File: src/chsup_pkg.sv
`timescale 1ns / 1ps
`default_nettype none

package chsup_pkg;

   localparam int unsigned TIME_W   = 32;
   localparam int unsigned GRACE_W  = 16;
   localparam int unsigned VOLT_W   = 13;
   localparam int unsigned CURR_W   = 12;
   localparam int unsigned CODE_W   = 4;
   localparam int unsigned PACK_W   = 20;
   localparam int unsigned SCALE_W  = 8;
   localparam int unsigned PROD_W   = VOLT_W + SCALE_W;
   localparam int unsigned CSR_DATA_W = 32;
   localparam int unsigned CSR_ADDR_W = 5;
   localparam int unsigned REG_IDX_W  = 3;

   localparam logic [SCALE_W-1:0] DoneScale = 8'd200;

   localparam logic [VOLT_W-1:0]  MIN_INPUT_RESET   = 13'd40;
   localparam logic [VOLT_W-1:0]  OVERVOLT_RESET    = 13'd1980;
   localparam logic [CURR_W-1:0]  OVERCURR_RESET    = 12'd2075;
   localparam logic [GRACE_W-1:0] DWELL_RESET       = 16'd500;
   localparam logic [GRACE_W-1:0] PRE_GRACE_RESET   = 16'd1000;
   localparam logic [GRACE_W-1:0] OC_GRACE_RESET    = 16'd500;
   localparam logic [CODE_W-1:0]  READY_CODE_RESET  = 4'd2;
   localparam logic [CODE_W-1:0]  FAULT_CODE_RESET  = 4'd3;

   typedef enum logic [2:0] {
      MODE_INIT  = 3'd0,
      MODE_TEST  = 3'd1,
      MODE_READY = 3'd2,
      MODE_START = 3'd3,
      MODE_FAIL  = 3'd4
   } mode_type;

   typedef enum logic [2:0] {
      CAUSE_NONE      = 3'd0,
      CAUSE_PRECHARGE = 3'd1,
      CAUSE_OVERVOLT  = 3'd2,
      CAUSE_FAULT     = 3'd3,
      CAUSE_OVERCURR  = 3'd4,
      CAUSE_BAD_STATE = 3'd5
   } cause_type;

   typedef enum logic [REG_IDX_W-1:0] {
      REG_MIN_INPUT  = 3'd0,
      REG_OVERVOLT   = 3'd1,
      REG_OVERCURR   = 3'd2,
      REG_DWELL      = 3'd3,
      REG_PRE_GRACE  = 3'd4,
      REG_OC_GRACE   = 3'd5,
      REG_READY_CODE = 3'd6,
      REG_FAULT_CODE = 3'd7
   } reg_index_type;

   typedef struct packed {
      logic [VOLT_W-1:0]  min_input_raw;
      logic [VOLT_W-1:0]  overvoltage_raw;
      logic [CURR_W-1:0]  overcurrent_raw;
      logic [GRACE_W-1:0] dwell_ms;
      logic [GRACE_W-1:0] precharge_grace_ms;
      logic [GRACE_W-1:0] overcurrent_grace_ms;
      logic [CODE_W-1:0]  ready_handle_code;
      logic [CODE_W-1:0]  fault_status_code;
   } cfg_type;

   typedef struct packed {
      logic [TIME_W-1:0]  now_ms;
      logic               button_level;
      logic               precharge_ok;
      logic [VOLT_W-1:0]  dc_voltage_raw;
      logic [CURR_W-1:0]  dc_current_raw;
      logic [CODE_W-1:0]  handle_code;
      logic [CODE_W-1:0]  status_code;
      logic [PACK_W-1:0]  pack_mv;
      logic               start_cmd;
      logic               stop_cmd;
      logic               reset_cmd;
   } item_type;

   typedef struct packed {
      mode_type  charge_state;
      logic      state_changed;
      cause_type fail_cause;
      logic      output_enable;
   } result_type;

endpackage

`default_nettype wire

File: src/charger_supervisor_fsm_core.sv
`timescale 1ns / 1ps
`default_nettype none

// Charger supervisor: each request is one evaluation tick and yields exactly one
// response with the state after the tick (init, test, ready, charging, fail), a
// state-changed flag, the fail cause of that tick and the output enable. One
// request is taken every clock cycle while responses are taken; a request lands in
// the input register at the edge that accepts it and its response is loaded into the
// response register at the edge on which the request fires, which waits while an
// untaken response is held. The supervisor state updates combinationally between
// those two registers and is registered with the response, so the rate is set by
// that next-state logic and stays one tick per cycle. Registers sit on the APB-style
// port at byte address 4*index and should be written only while no tick is in flight.
module charger_supervisor_fsm_core (
   input  wire logic                              clock,
   input  wire logic                              reset,

   input  wire logic                              req_valid,
   output logic                                   req_ready,
   input  wire logic [chsup_pkg::TIME_W-1:0]      req_now_ms,
   input  wire logic                              req_button_level,
   input  wire logic                              req_precharge_ok,
   input  wire logic [chsup_pkg::VOLT_W-1:0]      req_dc_voltage_raw,
   input  wire logic [chsup_pkg::CURR_W-1:0]      req_dc_current_raw,
   input  wire logic [chsup_pkg::CODE_W-1:0]      req_handle_code,
   input  wire logic [chsup_pkg::CODE_W-1:0]      req_status_code,
   input  wire logic [chsup_pkg::PACK_W-1:0]      req_pack_mv,
   input  wire logic                              req_start_cmd,
   input  wire logic                              req_stop_cmd,
   input  wire logic                              req_reset_cmd,

   output logic                                   rsp_valid,
   input  wire logic                              rsp_ready,
   output logic [2:0]                             rsp_charge_state,
   output logic                                   rsp_state_changed,
   output logic [2:0]                             rsp_fail_cause,
   output logic                                   rsp_output_enable,

   input  wire logic                              csr_psel,
   input  wire logic                              csr_penable,
   input  wire logic                              csr_pwrite,
   input  wire logic [chsup_pkg::CSR_ADDR_W-1:0]  csr_paddr,
   input  wire logic [chsup_pkg::CSR_DATA_W-1:0]  csr_pwdata,
   output logic      [chsup_pkg::CSR_DATA_W-1:0]  csr_prdata,
   output logic                                   csr_pready
);

   chsup_pkg::cfg_type    cfg;
   chsup_pkg::item_type   item_ff;
   chsup_pkg::result_type result_ff;
   chsup_pkg::result_type step_result;
   logic                  in_valid_ff;
   logic                  in_valid_in;
   logic                  out_valid_ff;
   logic                  out_valid_in;
   logic                  fire;
   logic                  req_take;

   chsup_csr u_csr (
      .clock       (clock),
      .reset       (reset),
      .csr_psel    (csr_psel),
      .csr_penable (csr_penable),
      .csr_pwrite  (csr_pwrite),
      .csr_paddr   (csr_paddr),
      .csr_pwdata  (csr_pwdata),
      .csr_prdata  (csr_prdata),
      .csr_pready  (csr_pready),
      .cfg         (cfg)
   );

   chsup_step u_step (
      .clock  (clock),
      .reset  (reset),
      .fire   (fire),
      .item   (item_ff),
      .cfg    (cfg),
      .result (step_result)
   );

   assign fire         = in_valid_ff && (!out_valid_ff || rsp_ready);
   assign req_ready    = !in_valid_ff || fire;
   assign req_take     = req_valid && req_ready;
   assign in_valid_in  = req_take || (in_valid_ff && !fire);
   assign out_valid_in = fire || (out_valid_ff && !rsp_ready);

   assign rsp_valid         = out_valid_ff;
   assign rsp_charge_state  = result_ff.charge_state;
   assign rsp_state_changed = result_ff.state_changed;
   assign rsp_fail_cause    = result_ff.fail_cause;
   assign rsp_output_enable = result_ff.output_enable;

   always_ff @(posedge clock) begin
      if (reset) begin
         in_valid_ff  <= 1'b0;
         out_valid_ff <= 1'b0;
      end else begin
         in_valid_ff  <= in_valid_in;
         out_valid_ff <= out_valid_in;
      end
   end

   always_ff @(posedge clock) begin
      if (req_take) begin
         item_ff.now_ms         <= req_now_ms;
         item_ff.button_level   <= req_button_level;
         item_ff.precharge_ok   <= req_precharge_ok;
         item_ff.dc_voltage_raw <= req_dc_voltage_raw;
         item_ff.dc_current_raw <= req_dc_current_raw;
         item_ff.handle_code    <= req_handle_code;
         item_ff.status_code    <= req_status_code;
         item_ff.pack_mv        <= req_pack_mv;
         item_ff.start_cmd      <= req_start_cmd;
         item_ff.stop_cmd       <= req_stop_cmd;
         item_ff.reset_cmd      <= req_reset_cmd;
      end
      if (fire) begin
         result_ff <= step_result;
      end
   end

   a_enable_tracks_state: assert property (@(posedge clock) disable iff (reset)
      rsp_valid |-> (rsp_output_enable ==
                     (result_ff.charge_state == chsup_pkg::MODE_START)))
      else $error("output enable disagrees with charging state");

   a_cause_means_fail: assert property (@(posedge clock) disable iff (reset)
      (rsp_valid && result_ff.fail_cause != chsup_pkg::CAUSE_NONE) |->
      (result_ff.charge_state == chsup_pkg::MODE_FAIL && rsp_state_changed))
      else $error("fail cause reported without a change into fail");

   a_stalled_request_kept: assert property (@(posedge clock) disable iff (reset)
      (in_valid_ff && !fire) |=> (in_valid_ff && $stable(item_ff)))
      else $error("stalled request lost from input register");

   a_fire_fills_output: assert property (@(posedge clock) disable iff (reset)
      fire |=> out_valid_ff)
      else $error("evaluated request produced no response");

endmodule

`default_nettype wire

File: src/chsup_csr.sv
`timescale 1ns / 1ps
`default_nettype none

module chsup_csr (
   input  wire logic                                 clock,
   input  wire logic                                 reset,
   input  wire logic                                 csr_psel,
   input  wire logic                                 csr_penable,
   input  wire logic                                 csr_pwrite,
   input  wire logic [chsup_pkg::CSR_ADDR_W-1:0]     csr_paddr,
   input  wire logic [chsup_pkg::CSR_DATA_W-1:0]     csr_pwdata,
   output logic      [chsup_pkg::CSR_DATA_W-1:0]     csr_prdata,
   output logic                                      csr_pready,
   output chsup_pkg::cfg_type                        cfg
);

   chsup_pkg::cfg_type       cfg_ff;
   chsup_pkg::cfg_type       cfg_in;
   chsup_pkg::reg_index_type reg_idx;
   logic                     write_en;

   assign write_en   = csr_psel && csr_penable && csr_pwrite;
   assign reg_idx    = chsup_pkg::reg_index_type'(csr_paddr[chsup_pkg::CSR_ADDR_W-1:2]);
   assign csr_pready = 1'b1;
   assign cfg        = cfg_ff;

   always_comb begin
      cfg_in = cfg_ff;
      if (write_en) begin
         unique case (reg_idx)
            chsup_pkg::REG_MIN_INPUT:  cfg_in.min_input_raw = csr_pwdata[12:0];
            chsup_pkg::REG_OVERVOLT:   cfg_in.overvoltage_raw = csr_pwdata[12:0];
            chsup_pkg::REG_OVERCURR:   cfg_in.overcurrent_raw = csr_pwdata[11:0];
            chsup_pkg::REG_DWELL:      cfg_in.dwell_ms = csr_pwdata[15:0];
            chsup_pkg::REG_PRE_GRACE:  cfg_in.precharge_grace_ms = csr_pwdata[15:0];
            chsup_pkg::REG_OC_GRACE:   cfg_in.overcurrent_grace_ms = csr_pwdata[15:0];
            chsup_pkg::REG_READY_CODE: cfg_in.ready_handle_code = csr_pwdata[3:0];
            chsup_pkg::REG_FAULT_CODE: cfg_in.fault_status_code = csr_pwdata[3:0];
            default: cfg_in = cfg_ff;
         endcase
      end
   end

   always_comb begin
      unique case (reg_idx)
         chsup_pkg::REG_MIN_INPUT:  csr_prdata = {19'd0, cfg_ff.min_input_raw};
         chsup_pkg::REG_OVERVOLT:   csr_prdata = {19'd0, cfg_ff.overvoltage_raw};
         chsup_pkg::REG_OVERCURR:   csr_prdata = {20'd0, cfg_ff.overcurrent_raw};
         chsup_pkg::REG_DWELL:      csr_prdata = {16'd0, cfg_ff.dwell_ms};
         chsup_pkg::REG_PRE_GRACE:  csr_prdata = {16'd0, cfg_ff.precharge_grace_ms};
         chsup_pkg::REG_OC_GRACE:   csr_prdata = {16'd0, cfg_ff.overcurrent_grace_ms};
         chsup_pkg::REG_READY_CODE: csr_prdata = {28'd0, cfg_ff.ready_handle_code};
         chsup_pkg::REG_FAULT_CODE: csr_prdata = {28'd0, cfg_ff.fault_status_code};
         default: csr_prdata = '0;
      endcase
   end

   always_ff @(posedge clock) begin
      if (reset) begin
         cfg_ff.min_input_raw        <= chsup_pkg::MIN_INPUT_RESET;
         cfg_ff.overvoltage_raw      <= chsup_pkg::OVERVOLT_RESET;
         cfg_ff.overcurrent_raw      <= chsup_pkg::OVERCURR_RESET;
         cfg_ff.dwell_ms             <= chsup_pkg::DWELL_RESET;
         cfg_ff.precharge_grace_ms   <= chsup_pkg::PRE_GRACE_RESET;
         cfg_ff.overcurrent_grace_ms <= chsup_pkg::OC_GRACE_RESET;
         cfg_ff.ready_handle_code    <= chsup_pkg::READY_CODE_RESET;
         cfg_ff.fault_status_code    <= chsup_pkg::FAULT_CODE_RESET;
      end else begin
         cfg_ff <= cfg_in;
      end
   end

endmodule

`default_nettype wire

File: src/chsup_step.sv
`timescale 1ns / 1ps
`default_nettype none

module chsup_step (
   input  wire logic                 clock,
   input  wire logic                 reset,
   input  wire logic                 fire,
   input  chsup_pkg::item_type       item,
   input  chsup_pkg::cfg_type        cfg,
   output chsup_pkg::result_type     result
);

   chsup_pkg::mode_type  mode_ff;
   chsup_pkg::mode_type  mode_in;
   chsup_pkg::cause_type cause;

   logic [chsup_pkg::TIME_W-1:0] last_change_ff;
   logic [chsup_pkg::TIME_W-1:0] last_change_in;
   logic                         prev_button_ff;
   logic                         pl_armed_ff;
   logic                         pl_armed_in;
   logic [chsup_pkg::TIME_W-1:0] pl_time_ff;
   logic [chsup_pkg::TIME_W-1:0] pl_time_in;
   logic                         oc_armed_ff;
   logic                         oc_armed_in;
   logic [chsup_pkg::TIME_W-1:0] oc_time_ff;
   logic [chsup_pkg::TIME_W-1:0] oc_time_in;
   logic                         start_pending_ff;
   logic                         start_pending_in;
   logic                         reset_pending_ff;
   logic                         reset_pending_in;

   logic                         start_p;
   logic                         reset_p;
   logic                         pressed;
   logic                         go;
   logic [chsup_pkg::TIME_W-1:0] since_change;
   logic [chsup_pkg::TIME_W-1:0] since_pl;
   logic [chsup_pkg::TIME_W-1:0] since_oc;
   logic                         pl_trip;
   logic                         over_volt;
   logic                         fault;
   logic                         over_curr;
   logic                         oc_trip;
   logic [chsup_pkg::PROD_W-1:0] charge_level;
   logic                         done;
   logic                         ready_go;
   logic                         fail_go;
   logic                         run_go;

   // apply command pulses in order: start, stop, reset
   always_comb begin
      start_p = start_pending_ff;
      reset_p = reset_pending_ff;
      if (item.start_cmd) begin
         start_p = 1'b1;
      end
      if (item.stop_cmd) begin
         start_p = 1'b0;
      end
      if (item.reset_cmd && mode_ff == chsup_pkg::MODE_FAIL) begin
         reset_p = 1'b1;
         start_p = 1'b0;
      end
   end

   assign pressed      = item.button_level && !prev_button_ff;
   assign since_change = item.now_ms - last_change_ff;
   assign since_pl     = item.now_ms - pl_time_ff;
   assign since_oc     = item.now_ms - oc_time_ff;
   assign go           = (mode_ff == chsup_pkg::MODE_FAIL) ||
                         (since_change >= {16'd0, cfg.dwell_ms});
   assign pl_trip      = !item.precharge_ok && pl_armed_ff &&
                         (since_pl > {16'd0, cfg.precharge_grace_ms});
   assign over_volt    = item.dc_voltage_raw > cfg.overvoltage_raw;
   assign fault        = item.status_code == cfg.fault_status_code;
   assign over_curr    = item.dc_current_raw > cfg.overcurrent_raw;
   assign oc_trip      = over_curr && oc_armed_ff &&
                         (since_oc > {16'd0, cfg.overcurrent_grace_ms});
   assign charge_level = {8'd0, item.dc_voltage_raw} * {13'd0, chsup_pkg::DoneScale};
   assign done         = charge_level >= {1'b0, item.pack_mv};
   assign ready_go     = go && mode_ff == chsup_pkg::MODE_READY && item.precharge_ok &&
                         (pressed || start_p);
   assign fail_go      = go && mode_ff == chsup_pkg::MODE_FAIL && item.precharge_ok &&
                         reset_p;
   assign run_go       = go && mode_ff == chsup_pkg::MODE_START;

   always_comb begin
      mode_in = mode_ff;
      cause   = chsup_pkg::CAUSE_NONE;
      if (go) begin
         unique case (mode_ff)
            chsup_pkg::MODE_INIT: begin
               mode_in = (item.dc_voltage_raw < cfg.min_input_raw) ?
                         chsup_pkg::MODE_TEST : chsup_pkg::MODE_READY;
            end
            chsup_pkg::MODE_TEST: begin
               if (item.dc_voltage_raw > cfg.min_input_raw &&
                   item.handle_code == cfg.ready_handle_code) begin
                  mode_in = chsup_pkg::MODE_READY;
               end
            end
            chsup_pkg::MODE_READY: begin
               if (item.precharge_ok && (pressed || start_p)) begin
                  mode_in = chsup_pkg::MODE_START;
               end
            end
            chsup_pkg::MODE_START: begin
               if (pl_trip) begin
                  mode_in = chsup_pkg::MODE_FAIL;
                  cause   = chsup_pkg::CAUSE_PRECHARGE;
               end else if (over_volt) begin
                  mode_in = chsup_pkg::MODE_FAIL;
                  cause   = chsup_pkg::CAUSE_OVERVOLT;
               end else if (fault) begin
                  mode_in = chsup_pkg::MODE_FAIL;
                  cause   = chsup_pkg::CAUSE_FAULT;
               end else if (oc_trip) begin
                  mode_in = chsup_pkg::MODE_FAIL;
                  cause   = chsup_pkg::CAUSE_OVERCURR;
               end else if (done) begin
                  mode_in = chsup_pkg::MODE_READY;
               end
            end
            chsup_pkg::MODE_FAIL: begin
               if (item.precharge_ok && reset_p) begin
                  mode_in = chsup_pkg::MODE_READY;
               end
            end
            default: begin
               mode_in = chsup_pkg::MODE_FAIL;
               cause   = chsup_pkg::CAUSE_BAD_STATE;
            end
         endcase
      end
   end

   always_comb begin
      start_pending_in = ready_go ? 1'b0 : start_p;
      reset_pending_in = fail_go ? 1'b0 : reset_p;
      pl_armed_in      = pl_armed_ff;
      pl_time_in       = pl_time_ff;
      oc_armed_in      = oc_armed_ff;
      oc_time_in       = oc_time_ff;
      if (run_go) begin
         if (pl_trip) begin
            pl_armed_in = 1'b0;
         end else begin
            if (!item.precharge_ok) begin
               if (!pl_armed_ff) begin
                  pl_armed_in = 1'b1;
                  pl_time_in  = item.now_ms;
               end
            end else begin
               pl_armed_in = 1'b0;
            end
            if (!over_volt && !fault) begin
               if (oc_trip) begin
                  oc_armed_in = 1'b0;
               end else if (over_curr) begin
                  if (!oc_armed_ff) begin
                     oc_armed_in = 1'b1;
                     oc_time_in  = item.now_ms;
                  end
               end else begin
                  oc_armed_in = 1'b0;
               end
            end
         end
      end
      last_change_in = (mode_in != mode_ff) ? item.now_ms : last_change_ff;
   end

   always_comb begin
      result.charge_state  = mode_in;
      result.state_changed = mode_in != mode_ff;
      result.fail_cause    = cause;
      result.output_enable = mode_in == chsup_pkg::MODE_START;
   end

   always_ff @(posedge clock) begin
      if (reset) begin
         mode_ff          <= chsup_pkg::MODE_INIT;
         last_change_ff   <= '0;
         prev_button_ff   <= 1'b1;
         pl_armed_ff      <= 1'b0;
         pl_time_ff       <= '0;
         oc_armed_ff      <= 1'b0;
         oc_time_ff       <= '0;
         start_pending_ff <= 1'b0;
         reset_pending_ff <= 1'b0;
      end else if (fire) begin
         mode_ff          <= mode_in;
         last_change_ff   <= last_change_in;
         prev_button_ff   <= item.button_level;
         pl_armed_ff      <= pl_armed_in;
         pl_time_ff       <= pl_time_in;
         oc_armed_ff      <= oc_armed_in;
         oc_time_ff       <= oc_time_in;
         start_pending_ff <= start_pending_in;
         reset_pending_ff <= reset_pending_in;
      end
   end

endmodule

`default_nettype wire
File: config.mk
export PLATFORM = sky130hd
export DESIGN_NAME = charger_supervisor_fsm_core
export DESIGN_NICKNAME = d
export VERILOG_FILES = /design/src/chsup_pkg.sv /design/src/charger_supervisor_fsm_core.sv /design/src/chsup_csr.sv /design/src/chsup_step.sv
export SDC_FILE = /design/constraint.sdc
export NUM_CORES = 1
export LEC_CHECK = 0
export BUFFER_PORTS_ARGS = -buffer_cell sky130_fd_sc_hd__buf_2
export CORE_AREA = 4 4 267 269
export DETAILED_ROUTE_END_ITERATION = 8
export DIE_AREA = 0 0 271 273
export GPL_TIMING_DRIVEN = 0
export PLACE_DENSITY_LB_ADDON = 0.25
export REMOVE_ABC_BUFFERS = 1
export SLEW_MARGIN = 40
export SYNTH_ARGS = -nofsm -noshare
export SYNTH_HDL_FRONTEND = slang
export SYNTH_SLANG_ARGS = --single-unit
File: constraint.sdc
create_clock -name clock -period 5.05 [get_ports clock]
set_input_delay 0 -clock clock [delete_from_list [all_inputs] [get_ports clock]]
set_output_delay 0 -clock clock [all_outputs]
set_load 0.05 [all_outputs]
# [Word-level counts from Yosys, hierarchy flattened]
# Index checks and enable logic that the tools add are counted.
[totals] register_bits=298 in_bits=134 out_inout_bits=43 elab_cells=146
[op_classes] n_addsub=3 mul=1 magnitude_cmp=8 n_eq_ne=15 muxes=27 bitwise_logic=5 n_reduce_logical=53
[op_table] cell="one-hot mux 32 bit (8 select lines)" n=1
[op_table] cell="subtractor 32 bit" n=3
[op_table] cell="> comparator 32 x 16 -> 1 bit" n=2
[op_table] cell="two-way mux 3 bit" n=13
[op_table] cell="greater-or-equal comparator 32 x 16 -> 1 bit" n=1
[op_table] cell="> comparator 13 bit" n=2
[op_table] cell="logical AND 1 bit" n=23
[op_table] cell="greater-or-equal comparator 21 x 20 -> 1 bit" n=1
[op_table] cell="AND reduction 2 bit" n=10
[op_table] cell="multiplier 13 x 5 -> 18 bit (second input constant)" n=1
[op_table] cell="equality test 3 x 2 -> 1 bit (second input constant)" n=5
[op_table] cell="equality test 3 bit (second input constant)" n=5
[op_table] cell="one-hot mux 3 bit (5 select lines)" n=1
[op_table] cell="< comparator 13 bit" n=1
[op_table] cell="> comparator 12 bit" n=1
[op_table] cell="two-way mux 1 bit" n=10
[op_table] cell="equality test 4 bit" n=2
[op_table] cell="zero test 1 bit" n=8
[op_table] cell="AND reduction 7 bit" n=1
[op_table] cell="equality test 3 x 1 -> 1 bit (second input constant)" n=2
[op_table] cell="zero test 3 bit" n=2
[op_table] cell="logical OR 1 bit" n=6
[op_table] cell="one-hot mux 3 bit (2 select lines)" n=1
[op_table] cell="inverter 1 bit" n=5
[op_table] cell="5 further kinds" n=5

# [Logic depth before layout (Yosys ltp)]
# Gate-level depths: netlist of the first run.
[logic_depth] depth_word=11 mapped_depth=26 mapped_depth_nobuf=25

# [By module]
# A second synthesis of the first run with hierarchy kept.
[hier_totals] cells_unflattened=2556 area_unflattened_um2=21770.9
[by_module_without_submodules] mod="chsup_step" instances=1 cells_per_inst=1879 area_each_um2=14297.5 seq_area_each_um2=2082.0
[by_module_without_submodules] mod="chsup_csr" instances=1 cells_per_inst=569 area_each_um2=4426.7 seq_area_each_um2=1881.8
[by_module_without_submodules] mod="charger_supervisor_fsm_core" instances=1 cells_per_inst=108 area_each_um2=3046.7 seq_area_each_um2=2982.9

# [Least setup slack after synthesis of the first run]
# OpenSTA, ideal clock, no wires.
[synth_path] path_type="register to register" startpoint="register item_ff[45] (netlist name)" endpoint="register u_step.last_change_ff[10] (netlist name)" setup_time_ps=72 t_arrival_ps=5047 t_required_ps=4978 setup_slack_ps=-69 stages_incl_launch_ff=25 path_buffers=1 period_less_slack_ps=5119 cell_sequence="edfxtp_1 > ha_1 > ha_1 > fa_1 > ha_1 > nor2b_1 > o21ai_0 > a21boi_0 > o21ai_0 > a21boi_0 > o21ai_0 > a21boi_0 > o21a_1 > nor2_1 > xnor2_1 > ha_1 > and3_1 > o2111ai_1 > o21ai_0 > o211a_1 > nor4_1 > and3_1 > o31ai_4 > buf_6 > mux2i_1"
[synth_between] elab_chain_cells=11 word_cells_on_any_way=17 classes_between="mul (1); order compare (4); eq/ne (1); mux (9); reduce/logical (2)"
[synth_rtl] item="start: declaration" line_no="charger_supervisor_fsm_core.sv:49" source="chsup_pkg::item_type item_ff;"
[synth_rtl] item="multiplier 13 x 5 -> 18 bit" line_no="chsup_step.sv:80" source="assign charge_level = {8'd0, item.dc_voltage_raw} * {13'd0, chsup_pkg::DoneScale};"
[synth_rtl] item="greater-or-equal comparator 21 x 20 -> 1 bit" line_no="chsup_step.sv:81" source="assign done = charge_level >= {1'b0, item.pack_mv};"
[synth_rtl] item="two-way mux 3 bit" line_no="chsup_step.sv:121" source="end else if (done) begin"
[synth_rtl] item="two-way mux 3 bit" line_no="chsup_step.sv:118" source="end else if (oc_trip) begin"
[synth_rtl] item="two-way mux 3 bit" line_no="chsup_step.sv:115" source="end else if (fault) begin"
[synth_rtl] item="two-way mux 3 bit" line_no="chsup_step.sv:112" source="end else if (over_volt) begin"
[synth_rtl] item="two-way mux 3 bit" line_no="chsup_step.sv:109" source="if (pl_trip) begin"
[synth_rtl] item="one-hot mux 3 bit (5 select lines) (*)" line_no="chsup_step.sv:92" source="unique case (mode_ff)"
[synth_rtl] item="two-way mux 3 bit (*)" line_no="chsup_step.sv:91" source="if (go) begin"
[synth_rtl] item="inequality test 3 bit (*)" line_no="chsup_step.sv:171" source="last_change_in = (mode_in != mode_ff) ? item.now_ms : last_change_ff;"
[synth_rtl] item="AND reduction 2 bit (no line) (*)"
[synth_rtl] item="end signal: assignment" line_no="chsup_step.sv:194" source="last_change_ff <= last_change_in;"
[synth_rtl] item="end: declaration" line_no="chsup_step.sv:17" source="logic [chsup_pkg::TIME_W-1:0] last_change_ff;"
# Mark *: on every way between the ends. The rest lies on a longest branch, timed or not.
# A chain may end at the register's enable or synchronous reset.

# [Worst setup path in the final report of the first run]
[layout_path] startpoint="register item_ff[46] (netlist name)" endpoint="register u_step.last_change_ff[12] (netlist name)"
# Same word-level chain as after synthesis.

==> impl_results.html, run 1 <==
<table>
<tr><th>Metric</th><th>Value</th></tr>
<tr><th colspan="2">Timing</th></tr>
<tr><td>Final max-slew violation count</td><td>0</td></tr>
<tr><td>Worst rel slew slack</td><td>43.7%</td></tr>
<tr><td>Portion of the clock cycle consumed by the worst path in the final layout</td><td>110%</td></tr>
<tr><td>Max Fclk</td><td>0.181 GHz</td></tr>
<tr><td>Worst Tran Pin Value</td><td>844 ps</td></tr>
<tr><td>Setup-failing EPs final</td><td>106</td></tr>
<tr><td>Worst clock skew on the final layout</td><td>28.9 ps</td></tr>
<tr><td>Post-layout minimum cycle time</td><td>5530 ps</td></tr>
<tr><td>Final count of hold timing violations</td><td>0</td></tr>
<tr><td>Hold Slack</td><td>143 ps</td></tr>
<tr><td>RSZ-0062 raised after global routing</td><td>true</td></tr>
<tr><td>Slack of the critical path</td><td>-480 ps</td></tr>
<tr><td>Sum of negative setup slack</td><td>-33,770 ps</td></tr>
<tr><th colspan="2">Synth</th></tr>
<tr><td>Count of yosys warnings during synthesis</td><td>0</td></tr>
<tr><td>Top area cells in the synthesized netlist</td><td>dfxtp_1, ha_1, edfxtp_1</td></tr>
<tr><td>Proportion of netlist area held by the largest area contributor</td><td>18.4%</td></tr>
<tr><td>Synth async-reset ratio</td><td>0%</td></tr>
<tr><td>Part of the Yosys area used for sequential elements</td><td>31.8%</td></tr>
<tr><td>Cell type with the largest total area after synthesis</td><td>dfxtp_1</td></tr>
<tr><td>Commonest register cell after synthesis</td><td>dfxtp_1</td></tr>
<tr><td>Post-synth EDFFs</td><td>98</td></tr>
<tr><td>Cell with the most instances after synthesis</td><td>inv_1</td></tr>
<tr><td>Most instantiated cells after synthesis</td><td>inv_1, ha_1, nand2_1, nor2_1, a21oi_1</td></tr>
<tr><td>Synthesized cell area</td><td>0.0218 mm^2</td></tr>
<tr><td>Netlist cell types</td><td>90</td></tr>
<tr><td>Count of mapped cells out of synthesis</td><td>2,568</td></tr>
<tr><td>Number of flip-flops and latches in the synthesized netlist</td><td>298</td></tr>
<tr><td>Post-synthesis average cell area</td><td>8.50 um^2</td></tr>
<tr><th colspan="2">Clock tree</th></tr>
<tr><td>Root buffer selected by CTS</td><td>clkbuf_16</td></tr>
<tr><td>CTS sink count</td><td>298</td></tr>
<tr><td>Cts bufs inserted</td><td>37</td></tr>
<tr><td>Clk_lat worst skew</td><td>560 ps</td></tr>
<tr><td>Longest Clk Path Bufs</td><td>3</td></tr>
<tr><td>Register clock-pin slew on the reported worst setup and hold paths</td><td>60 ps</td></tr>
<tr><td>CTS tree</td><td>done</td></tr>
<tr><td>Total number of H-tree levels</td><td>2</td></tr>
<tr><th colspan="2">Global route</th></tr>
<tr><td>Total congestion overflow</td><td>0</td></tr>
<tr><td>Number of antenna violations at the first check in global routing</td><td>1</td></tr>
<tr><td>Vias in the first global route</td><td>19,017</td></tr>
<tr><td>Pin count of the biggest net entering global routing</td><td>83</td></tr>
<tr><td>Global-route wire length before repair</td><td>106,000 um</td></tr>
<tr><td>Tot GR Track Use</td><td>17.9%</td></tr>
<tr><th colspan="2">Min path</th></tr>
<tr><td>Hold Crit Class</td><td>primary input to flip-flop</td></tr>
<tr><td>HP Start</td><td>req_pack_mv[12]</td></tr>
<tr><th colspan="2">Critical path</th></tr>
<tr><td>Worst setup startpoint</td><td>item_ff[46]</td></tr>
<tr><td>Startpoint-to-endpoint class of the critical path</td><td>flip-flop to flip-flop</td></tr>
<tr><td>Worst Path Max Fanout</td><td>5</td></tr>
<tr><td>Critical-path top delay cell</td><td>fa_1</td></tr>
<tr><td>CP startpoint kind</td><td>flip-flop</td></tr>
<tr><td>Crit path top cell by count</td><td>o21ai_2</td></tr>
<tr><td>Arrival time worst endpoint</td><td>5990 ps</td></tr>
<tr><td>Crit path largest cell delay</td><td>560 ps</td></tr>
<tr><td>FF-to-FF Start</td><td>item_ff[46]</td></tr>
<tr><td>Critical path data required time</td><td>5510 ps</td></tr>
<tr><td>Element type at the critical path end</td><td>flip-flop</td></tr>
<tr><th colspan="2">Route</th></tr>
<tr><td>Average detailed-routed wire length per instance</td><td>18.0 um</td></tr>
<tr><td>Via count</td><td>19,738</td></tr>
<tr><td>First drt pass iteration count</td><td>7</td></tr>
<tr><td>DRC viols</td><td>0</td></tr>
<tr><td>Total length of routed wires</td><td>69,500 um</td></tr>
<tr><td>DR vias/cell</td><td>5.11</td></tr>
<tr><td>DRT iter0 DRCs</td><td>1,042</td></tr>
<tr><td>Number of nets with antenna violations after routing</td><td>0</td></tr>
<tr><th colspan="2">Layout</th></tr>
<tr><td>Utilization after layout</td><td>40.5%</td></tr>
<tr><td>Design Area, Final</td><td>0.0278 mm^2</td></tr>
<tr><td>Fin cells</td><td>3,865</td></tr>
<tr><td>Layout overhead on the synthesized area</td><td>27.3%</td></tr>
<tr><td>Layout cells sized above 1</td><td>17.2%</td></tr>
<tr><td>Final layout net count</td><td>3,291</td></tr>
<tr><th colspan="2">Floorplanning</th></tr>
<tr><td>Number of cell rows</td><td>96</td></tr>
<tr><td>Standard cell core area</td><td>0.0686 mm^2</td></tr>
<tr><td>Effective utilization at floorplan</td><td>31.8%</td></tr>
<tr><td>Overall die height</td><td>273 um</td></tr>
<tr><td>Boundary pin count</td><td>177</td></tr>
<tr><td>Die width</td><td>271 um</td></tr>
<tr><td>Die area</td><td>0.0740 mm^2</td></tr>
<tr><th colspan="2">Pwr</th></tr>
<tr><td>Power density over the cells</td><td>262 mW/mm^2</td></tr>
<tr><td>VDD IR-drop max</td><td>268 uV</td></tr>
<tr><td>Static leakage</td><td>11.4 nW</td></tr>
<tr><th colspan="2">Job</th></tr>
<tr><td>MaxCap Viol Count</td><td>0</td></tr>
<tr><th colspan="2">Placed design</th></tr>
<tr><td>GP Congestion</td><td>0.899</td></tr>
<tr><td>Placed wire-length estimate after detailed placement</td><td>51,600 um</td></tr>
<tr><td>Number of port buffers</td><td>141</td></tr>
<tr><td>DP Cell Count</td><td>3,554</td></tr>
<tr><td>Area after detailed placement</td><td>0.0235 mm^2</td></tr>
<tr><th colspan="2">Status</th></tr>
<tr><td>Violations in the final reports</td><td>setup timing</td></tr>
<tr><td>Status</td><td>finished, violations left</td></tr>
</table>
==> flip-flops by register name (all words and copies together), names as in the netlist <==
signal	cells
u_step.reset_pending_ff	1
u_step.pl_time_ff	32
u_step.pl_armed_ff	1
in_valid_ff	1
rsp_output_enable	1
u_csr.cfg	94
rsp_fail_cause	3
u_step.oc_time_ff	32
u_step.prev_button_ff	1
rsp_charge_state	3
rsp_state_changed	1
u_step.mode_ff	3
u_step.oc_armed_ff	1
item_ff	90
u_step.start_pending_ff	1
rsp_valid	1
u_step.last_change_ff	32
==> repair_timing <==
action	CTS	global route
pin swaps	52	46
hold buffers	111	0
setup endpoints to repair	110	110
hold endpoints to repair	227	0
gates resized for setup	149	75
setup buffers	83	53
cloned	1	0
==> worst paths after layout <==
check	end	slack, ps	depth (start not counted)
setup / recovery	u_step.last_change_ff[12]	-480	26
hold / removal	item_ff[15]	140	2
setup reg to reg	u_step.last_change_ff[12]	-480	26
hold reg to reg	u_csr.cfg[85]	460	2
==> where the power goes <==
part           switching (mW)  total [mW]  internal (mW)
Combinational            1.18        2.09          0.912
Clock                    1.08        2.57           1.49
Sequential             0.0699        2.63           2.56
==> through the flow <==
stage                     worst slack (ps)  power (mW)
after floorplan                       -921        3.86
after global placement               -2960        4.33
after detailed placement             -1970        4.36
after CTS                             -490        7.24
after global routing                  -743        7.69
final                                 -480        7.29
==> cell families after synthesis <==
family / count (synthesis) / synth area share, %
AOI/OAI and AO/OA: 636 / 19.3
xor gates and xnor gates: 75 / 3.01
adders and majority gates: 251 / 14.8
buffers and inverters: 387 / 7.20
DFF: 298 / 31.8
muxes: 139 / 6.50
other: 2 / 0.0344
and+or+nand+nor: 780 / 17.3
==> final cells by class <==
type	count	area [um^2]
clock buffers	54	1050
diodes	1	2.50
inverters	264	991
clock inverters	12	88.8
multi-input cells	1898	14200
well taps	931	1160
repair buffers	407	3320
fillers	6937	40800
flip-flops and latches	298	6950
==> cells in the final DEF (no fill, tap or decap), types with 16 or more instances in the layout <==
cell type,synthesis,final
mux2i_1,136,134
or3_1,25,23
edfxtp_1,98,98
a211oi_1,26,17
clkbuf_16,0,37
inv_1,263,259
conb_1,2,17
nor2b_1,26,22
a211o_1,49,49
nor3_1,36,27
ha_1,240,222
dfxtp_1,200,200
xnor2_1,50,49
a31oi_1,17,16
nand3_1,41,40
dlygate4sd3_1,0,111
o211ai_1,24,24
a21o_1,39,39
o21ai_0,93,78
xor2_1,25,24
o21a_1,33,32
nand4_1,43,43
buf_2,3,143
nor2_1,220,210
buf_4,23,113
nand2b_1,80,79
a21oi_1,211,196
nand2_1,223,220
==> critical path: cells and delay by family, from the launching register on <==
family	cells	cell delay, ps
AO/OA/AOI/OAI	11	1860
buffers and inverters	3	430
multiplexers	1	200
flip-flops	1	450
AND/OR/NAND/NOR	5	710
XOR/XNOR	1	90
adder cells (fa/ha/maj)	5	1690
==> per-layer routing <==
layer  vias up  global-route usage [%]  wire, um
met5         -                       0         0
met4         0                    5.57      2190
met3        99                    2.39      2940
met2       416                    30.8     33600
met1      9422                    23.2     30800
li1       9801                       -         -
(Power assumes the default switching activity.)
==> run 2: changes to the inputs <==
- CORE_AREA: 4 4 267 269 -> 4 4 205 207
- DIE_AREA: 0 0 271 273 -> 0 0 209 211
==> impl_results.html, run 2 (synthesis results as in run 1) <==
<table>
<tr><th>Metric</th><th>Value</th></tr>
<tr><th colspan="2">Status</th></tr>
<tr><td>Status</td><td>finished, violations left (unchanged)</td></tr>
<tr><td>Violations in the final reports</td><td>setup timing (unchanged)</td></tr>
<tr><th colspan="2">Floorplanning</th></tr>
<tr><td>Effective utilization at floorplan</td><td>54.0% (was 31.8%)</td></tr>
<tr><td>Standard cell core area</td><td>0.0404 mm^2 (was 0.0686 mm^2)</td></tr>
<tr><td>Die width</td><td>209 um (was 271 um)</td></tr>
<tr><td>Number of cell rows</td><td>74 (was 96)</td></tr>
<tr><td>Boundary pin count</td><td>177 (unchanged)</td></tr>
<tr><td>Overall die height</td><td>211 um (was 273 um)</td></tr>
<tr><td>Die area</td><td>0.0441 mm^2 (was 0.0740 mm^2)</td></tr>
<tr><th colspan="2">Global route</th></tr>
<tr><td>Total congestion overflow</td><td>0 (unchanged)</td></tr>
<tr><td>Number of antenna violations at the first check in global routing</td><td>1 (unchanged)</td></tr>
<tr><td>Global-route wire length before repair</td><td>103,000 um (was 106,000 um)</td></tr>
<tr><td>Vias in the first global route</td><td>19,330 (was 19,017)</td></tr>
<tr><td>Tot GR Track Use</td><td>28.9% (was 17.9%)</td></tr>
<tr><td>Pin count of the biggest net entering global routing</td><td>94 (was 83)</td></tr>
<tr><th colspan="2">Critical path</th></tr>
<tr><td>Startpoint-to-endpoint class of the critical path</td><td>flip-flop to flip-flop (unchanged)</td></tr>
<tr><td>Worst reg-to-reg path cell count</td><td>24 (was 26)</td></tr>
<tr><td>Crit path top cell by count</td><td>buf_4 (was o21ai_2)</td></tr>
<tr><td>Worst-case register-to-register setup slack</td><td>-520 ps (was -480 ps)</td></tr>
<tr><td>FF-to-FF Start</td><td>item_ff[60] (was item_ff[46])</td></tr>
<tr><td>End of the worst register-to-register path</td><td>u_step.last_change_ff[17] (was u_step.last_change_ff[12])</td></tr>
<tr><td>Crit path largest cell delay</td><td>540 ps (was 560 ps)</td></tr>
<tr><td>Arrival time worst endpoint</td><td>6030 ps (was 5990 ps)</td></tr>
<tr><td>Critical-path top delay cell</td><td>or4b_4 (was fa_1)</td></tr>
<tr><td>Cells traversed along the worst timing path</td><td>buf_4 -&gt; ha_2 -&gt; o211ai_1 -&gt; a21oi_2 -&gt; o21a_1 -&gt; o21ai_1 -&gt; xnor2_1 -&gt; ha_1 -&gt; a221o_1 -&gt; nor3_1 -&gt; nand4b_1 -&gt; nor4_2 -&gt; o2111ai_1 -&gt; or4b_4 -&gt; nor4_4 -&gt; buf_4 -&gt; a211oi_1 -&gt; a31oi_1 -&gt; buf_4 -&gt; o31ai_4 -&gt; buf_6 -&gt; buf_12 -&gt; buf_12 -&gt; mux2i_1</td></tr>
<tr><td>Worst Path Max Fanout</td><td>7 (was 5)</td></tr>
<tr><td>Critical path data required time</td><td>5500 ps (was 5510 ps)</td></tr>
<tr><td>Element type at the critical path end</td><td>flip-flop (unchanged)</td></tr>
<tr><td>CP startpoint kind</td><td>flip-flop (unchanged)</td></tr>
<tr><th colspan="2">Route</th></tr>
<tr><td>Via count</td><td>20,224 (was 19,738)</td></tr>
<tr><td>DRC viols</td><td>0 (unchanged)</td></tr>
<tr><td>Number of nets with antenna violations after routing</td><td>0 (unchanged)</td></tr>
<tr><td>Total length of routed wires</td><td>66,800 um (was 69,500 um)</td></tr>
<tr><td>DR vias/cell</td><td>5.89 (was 5.11)</td></tr>
<tr><td>DRT iter0 DRCs</td><td>1,635 (was 1,042)</td></tr>
<tr><td>Average detailed-routed wire length per instance</td><td>19.4 um (was 18.0 um)</td></tr>
<tr><td>First drt pass iteration count</td><td>6 (was 7)</td></tr>
<tr><th colspan="2">Layout</th></tr>
<tr><td>Area of the multi-input gates</td><td>0.0141 mm^2 (was 0.0142 mm^2)</td></tr>
<tr><td>Total inserted antenna cells</td><td>0 (was 1)</td></tr>
<tr><td>Max FFs per register</td><td>94 (unchanged)</td></tr>
<tr><td>Leading cell type in the layout, fill and taps excluded</td><td>inv_1 (unchanged)</td></tr>
<tr><td>Fillers</td><td>3,246 (was 6,937)</td></tr>
<tr><td>Layout overhead on the synthesized area</td><td>23.6% (was 27.3%)</td></tr>
<tr><td>Layout cells sized above 1</td><td>16.2% (was 17.2%)</td></tr>
<tr><td>Final layout net count</td><td>3,262 (was 3,291)</td></tr>
<tr><td>Sequential cell area</td><td>0.00695 mm^2 (unchanged)</td></tr>
<tr><td>Commonest cells after routing, fill and taps aside</td><td>inv_1, ha_1, nand2_1 (unchanged)</td></tr>
<tr><th colspan="2">Min path</th></tr>
<tr><td>HP Start</td><td>csr_penable (was req_pack_mv[12])</td></tr>
<tr><td>End point of the most critical hold path</td><td>u_csr.cfg[26] (was item_ff[15])</td></tr>
<tr><td>Hold Crit Class</td><td>primary input to flip-flop (unchanged)</td></tr>
<tr><td>Hold Path Stages</td><td>5 (was 2)</td></tr>
<tr><th colspan="2">Clock tree</th></tr>
<tr><td>CTS tree</td><td>done (unchanged)</td></tr>
<tr><td>Clk_lat worst skew</td><td>580 ps (was 560 ps)</td></tr>
<tr><td>CTS sink count</td><td>298 (unchanged)</td></tr>
<tr><td>Cts bufs inserted</td><td>36 (was 37)</td></tr>
<tr><td>Register clock-pin slew on the reported worst setup and hold paths</td><td>60 ps (about the same)</td></tr>
<tr><td>Longest Clk Path Bufs</td><td>3 (unchanged)</td></tr>
<tr><td>Total number of H-tree levels</td><td>2 (unchanged)</td></tr>
<tr><td>Root buffer selected by CTS</td><td>clkbuf_16 (unchanged)</td></tr>
<tr><th colspan="2">Timing</th></tr>
<tr><td>Slack of the critical path</td><td>-524 ps (was -480 ps)</td></tr>
<tr><td>RSZ-0062 raised after global routing</td><td>true (unchanged)</td></tr>
<tr><td>Worst clock skew on the final layout</td><td>22.2 ps (was 28.9 ps)</td></tr>
<tr><td>Worst rel slew slack</td><td>31.5% (was 43.7%)</td></tr>
<tr><td>Max Fclk</td><td>0.179 GHz (was 0.181 GHz)</td></tr>
<tr><td>Setup-failing EPs final</td><td>110 (was 106)</td></tr>
<tr><td>Post-layout minimum cycle time</td><td>5570 ps (was 5530 ps)</td></tr>
<tr><td>Final count of hold timing violations</td><td>0 (unchanged)</td></tr>
<tr><td>Sum of negative setup slack</td><td>-36,880 ps (was -33,770 ps)</td></tr>
<tr><td>Worst Tran Pin Value</td><td>1030 ps (was 844 ps)</td></tr>
<tr><td>Final max-slew violation count</td><td>0 (unchanged)</td></tr>
<tr><td>Portion of the clock cycle consumed by the worst path in the final layout</td><td>110% (about the same)</td></tr>
<tr><th colspan="2">Job</th></tr>
<tr><td>MaxCap Viol Count</td><td>0 (unchanged)</td></tr>
<tr><th colspan="2">Placed design</th></tr>
<tr><td>Number of port buffers</td><td>141 (unchanged)</td></tr>
<tr><td>GP Congestion</td><td>0.910 (was 0.899)</td></tr>
<tr><td>Placed wire-length estimate after detailed placement</td><td>47,600 um (was 51,600 um)</td></tr>
<tr><th colspan="2">Pwr</th></tr>
<tr><td>Static leakage</td><td>11.3 nW (was 11.4 nW)</td></tr>
<tr><td>Post-layout total power</td><td>7.29 mW (about the same)</td></tr>
<tr><td>VDD IR-drop max</td><td>264 uV (was 268 uV)</td></tr>
<tr><td>Power density over the cells</td><td>270 mW/mm^2 (was 262 mW/mm^2)</td></tr>
</table>
run 2: changes by cell type in the layout (fill, tap and decap cells not counted), moves of 3 or more:
cell | before | now
a2111oi_0 | 10 | 7
buf_2 | 143 | 146
buf_4 | 113 | 87
buf_8 | 9 | 4
clkinv_1 | 6 | 2
nor2_1 | 210 | 213
o21ai_0 | 78 | 82
o21ai_1 | 11 | 8
run 2: power by group:
part           total (mW)  switching [mW]  internal (mW)
sequential           2.64          0.0748           2.56
clock                2.68            1.10           1.58
combinational        1.97            1.13          0.844
total                7.29            2.31           4.99
run 2: worst max-delay path by stage:
stage                     slack (ps)        start                   endpoint  cells past startpoint
after floorplan                 -920  item_ff[58]       u_step.oc_time_ff[0]                     21
after global placement         -2670  item_ff[58]       u_step.oc_time_ff[9]                     21
after global routing            -710  item_ff[58]       u_step.oc_time_ff[0]                     27
after detailed placement       -1850  item_ff[62]       u_step.oc_time_ff[0]                     24
after CTS                       -420  item_ff[58]   u_step.last_change_ff[6]                     26
final                           -520  item_ff[60]  u_step.last_change_ff[17]                     24
run 2: area by class of cell:
cell class | count | area share (%)
Multi-Input combinational cell | 1898 | 52.3
Clock buffer | 55 | 3.98
Sequential cell | 298 | 25.8
Tap cell | 532 | 2.47
Clock inverter | 10 | 0.501
Timing Repair Buffer | 379 | 11.3
Inverter | 264 | 3.68
run 2: repair_timing:
action | in CTS | in global routing
pin swaps | 55 | 63
gates resized for setup | 145 | 54
setup endpoints to repair | 110 | 110
endpoints found under the hold margin | 236 | 0
setup buffers | 80 | 30
hold buffers | 111 | 0
gates cloned | 0 | 0
run 2: worst max-delay path, delay by kind of cell (launching register included):
kind,cells,cell delay (ps)
flip-flops,1,490
adder cells (fa/ha/maj),2,610
XOR/XNOR,1,140
AND/OR/NAND/NOR,5,1450
buffers and inverters,6,960
AO/OA/AOI/OAI,9,1660
multiplexers,1,110
run 2: per-layer routing:
metal | track usage [%] | wire [um]
met1 | 38.3 | 28700
met2 | 47.4 | 31000
met3 | 4.47 | 4140
met4 | 12.3 | 2880
met5 | 0 | 12
run 2: metrics by stage:
| stage | util, % | hold slack (ps) | std cells | instance area (um^2) | setup slack [ps] |
|---|---|---|---|---|---|
| 2_1_floorplan | - | 69.1 | 2460 | 21300 | -921 |
| 3_3_place_gp | 56.1 | 176 | 3133 | 22700 | -2670 |
| 3_5_place_dp | 56.9 | 178 | 3156 | 23000 | -1850 |
| 4_1_cts | 65.6 | 72.3 | 3410 | 26500 | -423 |
| 5_1_grt | 66.8 | 133 | 3436 | 27000 | -710 |
| 6_report | 66.8 | 112 | 3436 | 27000 | -524 |
